==> config.mk <==
export PLATFORM = sky130hd
export DESIGN_NAME = ssdr_ctrl
export DESIGN_NICKNAME = d
export VERILOG_FILES = /design/src/hdl/ssdr_pkg.sv /design/src/hdl/ssdr_ctrl.sv
export SDC_FILE = /design/constraint.sdc
export NUM_CORES = 1
export LEC_CHECK = 0
export BUFFER_PORTS_ARGS = -buffer_cell sky130_fd_sc_hd__buf_2
export CORE_MARGIN = 2
export CORE_UTILIZATION = 40
export CTS_CLUSTER_SIZE = 25
export DETAILED_ROUTE_END_ITERATION = 10
export HOLD_SLACK_MARGIN = 0.05
export SLEW_MARGIN = 30
export SYNTH_ARGS = -nofsm -noshare
export SYNTH_HDL_FRONTEND = slang
export SYNTH_SLANG_ARGS = --single-unit
==> constraint.sdc <==
create_clock -name clk_i -period 2.4 [get_ports clk_i]
set_clock_uncertainty 0.05 [all_clocks]
set_input_delay 0.36 -clock clk_i [delete_from_list [all_inputs] [get_ports clk_i]]
set_output_delay 0.36 -clock clk_i [all_outputs]
set_load 0.05 [all_outputs]
==> src/hdl/ssdr_pkg.sv <==
`timescale 1ns / 1ps
package ssdr_pkg;

  localparam int unsigned SampleW  = 16;
  localparam int unsigned LenW     = 21;
  localparam int unsigned CrossW   = 52;
  localparam int unsigned EnergyW  = 51;
  localparam int unsigned ProdW    = 102;
  localparam int unsigned SegW     = 17;
  localparam int unsigned TotalW   = 33;
  localparam int unsigned TopW     = 7;
  localparam int unsigned FracW    = 24;
  localparam int unsigned LogW     = TopW + FracW;
  localparam int unsigned ScaleW   = 57;
  localparam int unsigned RatioW   = 16;
  localparam int unsigned StatusW  = 3;
  localparam int unsigned StepW    = 6;
  localparam int unsigned OutDataW = 24;

  localparam logic [LenW-1:0]   MaxLength   = 21'h100000;
  localparam logic [SegW-1:0]   MaxSegments = 17'h10000;
  localparam logic [25:0]       DbPerOctave = 26'd50504453;
  localparam logic [StepW-1:0]  MulLast     = 6'd50;
  localparam logic [StepW-1:0]  LogLast     = 6'd23;
  localparam logic [StepW-1:0]  DivLast     = 6'd32;

  localparam logic KindSeg  = 1'b0;
  localparam logic KindMean = 1'b1;

  typedef enum logic [StatusW-1:0] {
    ST_OK        = 3'd0,
    ST_ZERO_DIST = 3'd1,
    ST_ZERO_CORR = 3'd2,
    ST_SHORT     = 3'd3,
    ST_OVERFLOW  = 3'd4
  } status_e;

  typedef struct packed {
    logic acc;
    logic set_special;
    logic mul_start;
    logic mul_step;
    logic set_full;
    logic log_load;
    logic log_sel_den;
    logic norm_step;
    logic log_mant;
    logic sqr_step;
    logic store_ln;
    logic scale;
    logic round;
    logic seg_emit;
    logic div_start;
    logic div_step;
    logic mean_emit;
  } cmd_t;

  typedef struct packed {
    logic trigger;
    logic special;
    logic den_zero;
    logic norm_msb;
    logic out_free;
    logic mean_req;
    logic mean_special;
  } stat_t;

endpackage

==> src/hdl/ssdr_ctrl.sv <==
`timescale 1ns / 1ps
module ssdr_ctrl import ssdr_pkg::*; (
  input  logic  clk_i,
  input  logic  rst_ni,
  input  logic  in_valid_i,
  output logic  in_ready_o,
  input  stat_t stat_i,
  output cmd_t  cmd_o
);

  typedef enum logic [12:0] {
    S_IDLE  = 13'b0000000000001,
    S_CHK   = 13'b0000000000010,
    S_MUL   = 13'b0000000000100,
    S_DZ    = 13'b0000000001000,
    S_NORM  = 13'b0000000010000,
    S_SQR   = 13'b0000000100000,
    S_LOADD = 13'b0000001000000,
    S_SCALE = 13'b0000010000000,
    S_ROUND = 13'b0000100000000,
    S_EMIT  = 13'b0001000000000,
    S_MCHK  = 13'b0010000000000,
    S_DIV   = 13'b0100000000000,
    S_MEMIT = 13'b1000000000000
  } state_e;

  state_e           state_q, state_d;
  logic [StepW-1:0] step_q, step_d;
  logic             den_q, den_d;

  always_ff @(posedge clk_i or negedge rst_ni) begin
    if (!rst_ni) begin
      state_q <= S_IDLE;
      step_q  <= '0;
      den_q   <= 1'b0;
    end else begin
      state_q <= state_d;
      step_q  <= step_d;
      den_q   <= den_d;
    end
  end

  always_comb begin
    state_d    = state_q;
    step_d     = step_q;
    den_d      = den_q;
    cmd_o      = '0;
    in_ready_o = 1'b0;
    unique case (state_q)
      S_IDLE: begin
        in_ready_o = 1'b1;
        if (in_valid_i) begin
          cmd_o.acc = 1'b1;
          if (stat_i.trigger) state_d = S_CHK;
        end
      end
      S_CHK: begin
        if (stat_i.special) begin
          cmd_o.set_special = 1'b1;
          state_d = S_EMIT;
        end else begin
          cmd_o.mul_start = 1'b1;
          step_d  = '0;
          state_d = S_MUL;
        end
      end
      S_MUL: begin
        cmd_o.mul_step = 1'b1;
        step_d = step_q + 1'b1;
        if (step_q == MulLast) state_d = S_DZ;
      end
      S_DZ: begin
        if (stat_i.den_zero) begin
          cmd_o.set_full = 1'b1;
          state_d = S_EMIT;
        end else begin
          cmd_o.log_load = 1'b1;
          den_d   = 1'b0;
          state_d = S_NORM;
        end
      end
      S_NORM: begin
        if (stat_i.norm_msb) begin
          cmd_o.log_mant = 1'b1;
          step_d  = '0;
          state_d = S_SQR;
        end else begin
          cmd_o.norm_step = 1'b1;
        end
      end
      S_SQR: begin
        cmd_o.sqr_step = 1'b1;
        step_d = step_q + 1'b1;
        if (step_q == LogLast) state_d = den_q ? S_SCALE : S_LOADD;
      end
      S_LOADD: begin
        // keep the numerator log, start on the distortion term
        cmd_o.store_ln    = 1'b1;
        cmd_o.log_load    = 1'b1;
        cmd_o.log_sel_den = 1'b1;
        den_d   = 1'b1;
        state_d = S_NORM;
      end
      S_SCALE: begin
        cmd_o.scale = 1'b1;
        state_d = S_ROUND;
      end
      S_ROUND: begin
        cmd_o.round = 1'b1;
        state_d = S_EMIT;
      end
      S_EMIT: begin
        if (stat_i.out_free) begin
          cmd_o.seg_emit = 1'b1;
          state_d = stat_i.mean_req ? S_MCHK : S_IDLE;
        end
      end
      S_MCHK: begin
        if (stat_i.mean_special) begin
          state_d = S_MEMIT;
        end else begin
          cmd_o.div_start = 1'b1;
          step_d  = '0;
          state_d = S_DIV;
        end
      end
      S_DIV: begin
        cmd_o.div_step = 1'b1;
        step_d = step_q + 1'b1;
        if (step_q == DivLast) state_d = S_MEMIT;
      end
      S_MEMIT: begin
        if (stat_i.out_free) begin
          cmd_o.mean_emit = 1'b1;
          state_d = S_IDLE;
        end
      end
      default: state_d = S_IDLE;
    endcase
  end

endmodule

# Word-level counts from Yosys, hierarchy flattened
# Cells that the tools add are included.
# classes
add_sub_neg	1
n_mul	0
div	0
order_cmp	0
eq_ne	27
shift	0
mux	44
n_bitwise	0
reduce_logical	6
# op_table
cell	n
$pmux W13 S13	1
$mux W13	9
$pmux W6 S4	1
$mux W1	22
$ne A2 B2 Y1 const B	11
$mux W10	2
$mux W6	3
$eq A13 B1 Y1 const B	1
$eq A13 B10 Y1 const B	1
$eq A13 B11 Y1 const B	1
$eq A13 B12 Y1 const B	1
$eq A13 B13 Y1 const B	1
$eq A13 B2 Y1 const B	1
$eq A13 B3 Y1 const B	1
$eq A13 B4 Y1 const B	1
$eq A13 B5 Y1 const B	1
$eq A13 B6 Y1 const B	1
$eq A13 B7 Y1 const B	1
$eq A13 B8 Y1 const B	1
$eq A13 B9 Y1 const B	1
$eq A6 B6 Y1 const B	2
$mux W11	1
$mux W8	1
$reduce_and A8 Y1	1
9 further kinds	11
# totals
ff_bits	20
latch_bits	0
mem_bits_rw	0
mem_bits_ro	0
output_inout_bits	18
word_cells	81
n_memories	0

# Longest topological paths before layout
# Gate-level depths: netlist of run 1.
# depth
word_depth	4
mapped_depth	7
mapped_depth_nobuf	7

# Worst setup path before layout of run 1
# Ideal clock, no wire load.
# synth_path
path_kind	flip-flop to output port
startpoint	register state_q[1]
endpoint	output cmd_o[4] in the netlist's numbering
arrival_time_ns	2.937
slack_ns	-0.947
path_stages_with_launch	5
cell_sequence	dfrtp_1 clkbuf_1 nor4_2 nand3_1 nor4b_1
# synth_lines
element	line_no	text
start: declaration	ssdr_ctrl.sv:27	state_e state_q, state_d;
start signal: assignment	ssdr_ctrl.sv:37	state_q <= state_d;
end: declaration	ssdr_ctrl.sv:8	output cmd_t cmd_o

==> results of run 1 <==
[metrics by stage]
step	instances	cell area, um2
6_report	277	2292
5_1_grt	277	2292
4_1_cts	263	2032
3_5_place_dp	258	1903
3_3_place_gp	258	1903
2_1_floorplan	172	1612
[worst paths after layout]
check / startpoint / endpoint / slack (ns)
max: state_q[6] / cmd_o[4] / -0.05
min in group asynchronous: rst_ni / den_q / 0.53
max reg2reg: state_q[6] / state_q[0] / 0
max in group asynchronous: rst_ni / state_q[0] / 1.41
min reg2reg: den_q / state_q[6] / 0.40
min: stat_i[1] / state_q[10] / 0.34
[cells in the mapped netlist (all sizes together)]
master	count	area, um2
dfrtp	19	475.5
inv	13	48.80
nor3	11	55.05
nand3	10	50.05
clkbuf	9	33.78
nor4	9	90.09
nand2	8	30.03
and3	7	43.79
nor2	7	26.28
o21ai	7	35.03
or4	6	52.55
buf	5	36.28
nand2b	5	31.28
nand4	5	31.28
nor2b	5	31.28
nor4b	4	35.03
a21oi	3	15.01
ha	3	37.54
mux2	3	41.29
o211ai	3	27.52
xnor2	3	26.28
xor2	3	26.28
a21o	2	15.01
a22o	2	17.52
or2	2	12.52
a2111oi	1	8.760
a211o	1	8.760
a21boi	1	18.77
a311o	1	10.01
a311oi	1	8.760
a41oi	1	8.760
and2	1	6.260
and2b	1	7.510
dfstp	1	26.28
nand3b	1	7.510
nand4bb	1	11.26
nor3b	1	7.510
o21a	1	7.510
o21ba	1	10.01
o21bai	1	7.510
o22ai	1	6.260
o32ai	1	8.760
or4b	1	10.01
[what timing repair did]
item | CTS | global route
resized for setup | 19 | 42
hold endpoints to repair | 19 | 0
pin swaps | 3 | 10
hold buffers | 1 | 0
gates cloned | 0 | 0
setup endpoints to repair | 13 | 21
buffers inserted | 0 | 14
[worst reg2reg max path: cells and delay by family (launching register included)]
family | cells | cell delay [ns]
buf+inv | 2 | 0.33
compound gates | 1 | 0.52
simple gates | 3 | 0.65
flops | 1 | 0.46
mux | 1 | 0.33
[sequential cells by signal, summed over array words and instances (netlist names)]
register,flops
den_q,1
step_q,6
state_q,13
[per-layer routing]
metal	up-vias	GRT usage, %
li1	744	-
met3	13	3.253
met4	0	10.68
met5	-	0
met2	64	35.59
met1	760	31.86
[logic make-up (layout without fill, tap and decap cells)]
logic type	Yosys count	count (layout)	synth area share (%)
DFF	20	20	33.33
buffers and inverters	27	84	7.897
xor gates and xnor gates	6	6	3.492
muxes	3	3	2.743
adders and majority gates	3	3	2.494
and+or+nand+nor	85	85	35.83
AOI/OAI and AO/OA	28	28	14.21
[final cells by class]
cell class | count | share of cell area, %
multi-input cells | 125 | 47.76
inverters | 13 | 2.238
repair buffers | 67 | 23.31
flip-flops and latches | 20 | 22.11
clock buffers | 4 | 1.965
well taps | 48 | 2.620
[cell usage in the layout, fill, tap and decap left out, drive strengths merged, types with 4 or more instances in the layout]
master,instances
and3,7
inv,13
nand2b,5
nor3,11
nand3,10
dfrtp,19
nand2,8
nor2,7
clkbuf,7
nor4b,4
nor4,9
nor2b,5
buf,63
nand4,5
or4,6
o21ai,7
[power groups by stage]
stage / combinational, mW / clock [mW] / sequential, mW
after global routing: 1.31 / 0.260 / 0.484
after global placement: 0.959 / 0 / 0.463
after floorplan: 0.703 / 0 / 0.433
final: 1.24 / 0.236 / 0.476
after CTS: 1.01 / 0.240 / 0.464
after detailed placement: 0.974 / 0 / 0.467
==> run_results.csv, run 1 <==
group,metric,value,unit
worst_setup_path,arrival,2.04,ns
worst_hold_path,hold_path_class,"primary input to flip-flop",
timing,fin_tns_setup,-0.08897,ns
floorplanning,coreArea,0.003633,mm2
drt,vias_per_cell,5.708,
clock_tree,cts_tree,"yes",
layout,nFillCells,317,
drt,drt-pass1-iter-count,4,
yosys,ys_seq_area_share,33.33,%
layout,diodes,0,
clock_tree,cts_buffer_depth,2,
floorplanning,die_h,65.35,um
power_and_ir_drop,pwr-share-clk,12.1,%
power_and_ir_drop,power,1.948,mW
status,failed_checks,"setup timing",
layout,finish.utilization,63.09,%
layout,seq_area,506.7,um2
drt,drt-met1-wl,2146,um
layout,multi_input_area,0.001095,mm2
timing,fin_crit_sh,102.3,%
drt,drcViolationCount,0,
layout,finalNetCount,243,
yosys,synth.distinct_cells,52,
yosys,synthCells,172,
worst_setup_path,path_cells,"buf_6 -> nor4_4 -> nand3_2 -> nor4b_4 -> buf_6",
worst_setup_path,endpoint_kind,"primary output",
floorplanning,initial_core_util,41.43,%
worst_setup_path,path_class,"flip-flop to primary output",
power_and_ir_drop,p_leak,1.114,nW
clock_tree,cts-root-buf,"clkbuf_8",
clock_tree,htreeDepth,1,
timing,setup_viol,4,
worst_setup_path,startpoint_type,"flip-flop",
floorplanning,die-area,0.004270,mm2
power_and_ir_drop,power_frac_seq,24.5,%
layout,drive_gt1_share,48.91,%
drt,first_iter_violations,70,
yosys,syn_area_per_cell,8.751,um2
power_and_ir_drop,intPower,1.090,mW
placed_design,hpwl,3408,um
global_routing,grt_pass1_wl,7507,um
placed_design,io_buffers,27,
drt,wl_met3,254,um
global_routing,grt_max_degree,21,
yosys,syn_area,0.001505,mm2
placed_design,routabilityCongestion,0.9380,
power_and_ir_drop,power_density,849.7,mW/mm2
floorplanning,num_rows,22,
timing,tightest_slew,0.5873,ns
timing,final-max-slew-violation-count,0,
floorplanning,die_x,65.35,um
worst_setup_path,crit_slowest_cell,"dfrtp_2",
timing,max_freq,407.4,MHz
worst_setup_path,worstPathRequired,1.99,ns
timing,hold_ws,0.3371,ns
worst_setup_path,cp.depth,5,
worst_setup_path,rr_worst_depth,7,
drt,drt-wirelength-per-cell,17.70,um
timing,max_slew_margin,60.29,%
drt,ant_nets,0,
drt,wirelength,4902,um
global_routing,antenna_found_initial,0,
clock_tree,clk_latency,0.26,ns
status,status,"finished, violations left",
drt,routed-wl-met2,2381,um
drt,vias,1581,
power_and_ir_drop,switching_share,44.04,%
worst_hold_path,hold_depth,2,
global_routing,gr-total-overflow,0,
worst_setup_path,cp_common_cell,"buf_6",
power_and_ir_drop,irDropWorstVdd,0.6887,mV
power_and_ir_drop,combPwrFrac,63.4,%
worst_setup_path,cpLargestDelayFamily,"simple AND/OR/NAND/NOR gates",
yosys,ys_ff_latch,20,
global_routing,grt_usage,23.05,%
clock_tree,cts_buffers,3,
timing,hold_viol_final,0,
placed_design,dp_slack,0.05869,ns
floorplanning,ios,28,
worst_setup_path,critPathMaxFanout,5,
timing,setup_ws,-0.05483,ns
drt,top_layer,"met4",
global_routing,grt_pass1_vias,1523,
worst_setup_path,crit_path_max_incr_delay,0.46,ns
clock_tree,clk_pin_slew_worst_paths,0.08,ns
run,drv_cap,0,
timing,post-route-min-period,2.455,ns
power_and_ir_drop,p_switching,0.8577,mW
timing,grt_setup_unrepaired,"true",
layout,syn2layout_area_growth,52.29,%
worst_setup_path,crit_buf_inv,2,
clock_tree,cts.sinks,20,
yosys,syn_nets,185,
yosys,ys_warn_count,0,
Note: power is estimated with default switching activity, not from simulation.
==> run 2: changes to the inputs <==
--- a/config.mk
+++ b/config.mk
@@ -11,6 +11,7 @@
 export CTS_CLUSTER_SIZE = 25
 export DETAILED_ROUTE_END_ITERATION = 10
 export HOLD_SLACK_MARGIN = 0.05
+export PLACE_DENSITY = 0.68
 export SLEW_MARGIN = 30
 export SYNTH_ARGS = -nofsm -noshare
 export SYNTH_HDL_FRONTEND = slang
==> run 2 against run 1 <==
Net effect:
- largest cell class unchanged
- critical path depth unchanged
- total power up 2.8%
- first-iteration DRC count increased by 69%
- wire length is 2.7% higher
- the run still ends with setup timing left
- clock power is 14% higher
- register-to-register slack better by 0.04 ns
==> run_results.csv, run 2 (synthesized netlist as in run 1, its figures left out) <==
group,metric,value,unit
drt,wirelength,5033,um
placed_design,io_buffers,27,
global_routing,grt_pass1_wl,7790,um
timing,max_freq,409.1,MHz
drt,drt-wirelength-per-cell,17.85,um
layout,diodes,0,
power_and_ir_drop,p_leak,1.139,nW
status,failed_checks,"setup timing",
worst_setup_path,critPathMaxFanout,2,
power_and_ir_drop,power_frac_seq,22.3,%
status,status,"finished, violations left",
drt,drt-pass1-iter-count,4,
worst_setup_path,worstPathRequired,1.99,ns
run,drv_cap,0,
clock_tree,cts_buffers,3,
worst_setup_path,crit_buf_inv,1,
worst_setup_path,startpoint_type,"flip-flop",
drt,vias,1680,
worst_setup_path,path_class,"flip-flop to primary output",
layout,largest_reg_flops,13,
global_routing,gr-total-overflow,0,
global_routing,grt_usage,23.97,%
layout,regMostFlops,"state_q",
timing,fin_crit_sh,101.9,%
power_and_ir_drop,switching_share,42.67,%
timing,max_slew_margin,55.14,%
placed_design,dpl_cell_area,0.001938,mm2
floorplanning,die-area,0.004270,mm2
timing,grt_setup_unrepaired,"true",
clock_tree,cts_tree,"yes",
floorplanning,die_x,65.35,um
drt,vias_per_cell,5.957,
clock_tree,cts.sinks,20,
worst_setup_path,cpLargestDelayFamily,"simple AND/OR/NAND/NOR gates",
layout,finalNetCount,248,
power_and_ir_drop,power_density,860.5,mW/mm2
clock_tree,clk_latency,0.26,ns
timing,hold_ws,0.3046,ns
drt,ant_nets,0,
clock_tree,htreeDepth,1,
timing,hold_viol_final,0,
floorplanning,die_h,65.35,um
global_routing,antenna_found_initial,0,
timing,final-max-slew-violation-count,0,
power_and_ir_drop,pwr-share-clk,13.5,%
layout,postLayoutCellArea,0.002326,mm2
layout,final_cell_mix,"buf_4, dfrtp_1, buf_6",
power_and_ir_drop,p_switching,0.8540,mW
power_and_ir_drop,combPwrFrac,64.2,%
timing,setup_ws,-0.04450,ns
timing,setup_viol,1,
placed_design,routabilityCongestion,0.8698,
floorplanning,ios,28,
power_and_ir_drop,intPower,1.148,mW
clock_tree,clk_pin_slew_worst_paths,0.08,ns
worst_hold_path,hold_path_class,"primary input to flip-flop",
timing,tightest_slew,0.6674,ns
global_routing,grt_max_degree,21,
worst_setup_path,rr_worst_depth,8,
floorplanning,coreArea,0.003633,mm2
layout,final_common_cell,"buf_4",
worst_setup_path,cp.depth,5,
clock_tree,cts-root-buf,"clkbuf_8",
clock_tree,cts_buffer_depth,2,
floorplanning,num_rows,22,
global_routing,grt_pass1_vias,1622,
drt,first_iter_violations,118,
floorplanning,initial_core_util,41.43,%
worst_setup_path,arrival,2.03,ns
layout,biggestRegsByFlops,"state_q (13), step_q (6), den_q (1)",
layout,drive_gt1_share,48.72,%
layout,syn2layout_area_growth,54.53,%
worst_setup_path,crit_path_max_incr_delay,0.53,ns
power_and_ir_drop,power,2.001,mW
worst_setup_path,crit_slowest_cell,"or4b_4",
drt,drcViolationCount,0,
worst_setup_path,path_cells,"nor4_4 -> nand3_2 -> or4b_4 -> o21ai_4 -> buf_6",
timing,post-route-min-period,2.445,ns
power_and_ir_drop,irDropWorstVdd,0.4452,mV
worst_hold_path,hold_depth,2,
placed_design,hpwl,3485,um
worst_setup_path,endpoint_kind,"primary output",
run 2: cell count changes in the layout (fill, tap and decap cells not counted), moves of 3 or more:
| cell | delta |
|---|---|
| buf_4 | +8 |
| buf_2 | -3 |
| dfrtp_1 | +3 |
| dfrtp_2 | -3 |
| nor4_2 | +3 |
| nor4_4 | -3 |
run 2: layout make-up:
class                      instances  area, um2
clock buffer                       4      55.05
fill                             281       1308
inverter                          13      51.30
multi-input combinational        125       1072
sequential                        20      503.0
tap                               48      60.06
timing repair buffer              72      584.3
run 2: layer usage:
metal	vias to the layer above	wire, um	global-route usage (%)
met5	-	0	0
met4	0	165	10.16
met3	20	350	3.938
met2	89	2649	44.13
met1	815	1868	27.14
li1	756	-	-
run 2: path summary, 6_finish.rpt:
path | slack, ns | startpoint | endpoint
max in group asynchronous | 1.39 | rst_ni | state_q[10]
min | 0.30 | stat_i[0] | state_q[11]
max reg2reg | 0.04 | state_q[9] | step_q[4]
min in group asynchronous | 0.54 | rst_ni | state_q[12]
min reg2reg | 0.40 | den_q | state_q[6]
max | -0.04 | state_q[11] | cmd_o[11]
run 2: power groups by stage:
stage               Clock [mW]  Combinational, mW  Sequential, mW
floorplan                    0              0.703           0.433
global placement             0               1.00           0.442
finish                   0.269               1.29           0.447
global route             0.289               1.37           0.453
CTS                      0.271               1.07           0.443
detailed placement           0               1.03           0.445
run 2: through the flow:
step                setup WS [ns]  std cells  utilization (%)  setup TNS (ns)
floorplan                -0.08870        172                -         -0.4013
global placement           0.1191        261            53.34               0
detailed placement        0.07258        261            53.34               0
CTS                      -0.08896        266            57.37         -0.1748
global route              -0.1177        282            64.02         -0.2472
finish                   -0.04450        282            64.02        -0.04450
run 2: what timing repair did:
item                                    in CTS  in global routing
endpoints found under the hold margin       19                  0
hold buffers                                 1                  0
pin swaps                                    1                  8
buffers inserted                             0                 16
endpoints found under the setup margin      13                 15
gates resized for setup                     22                 37
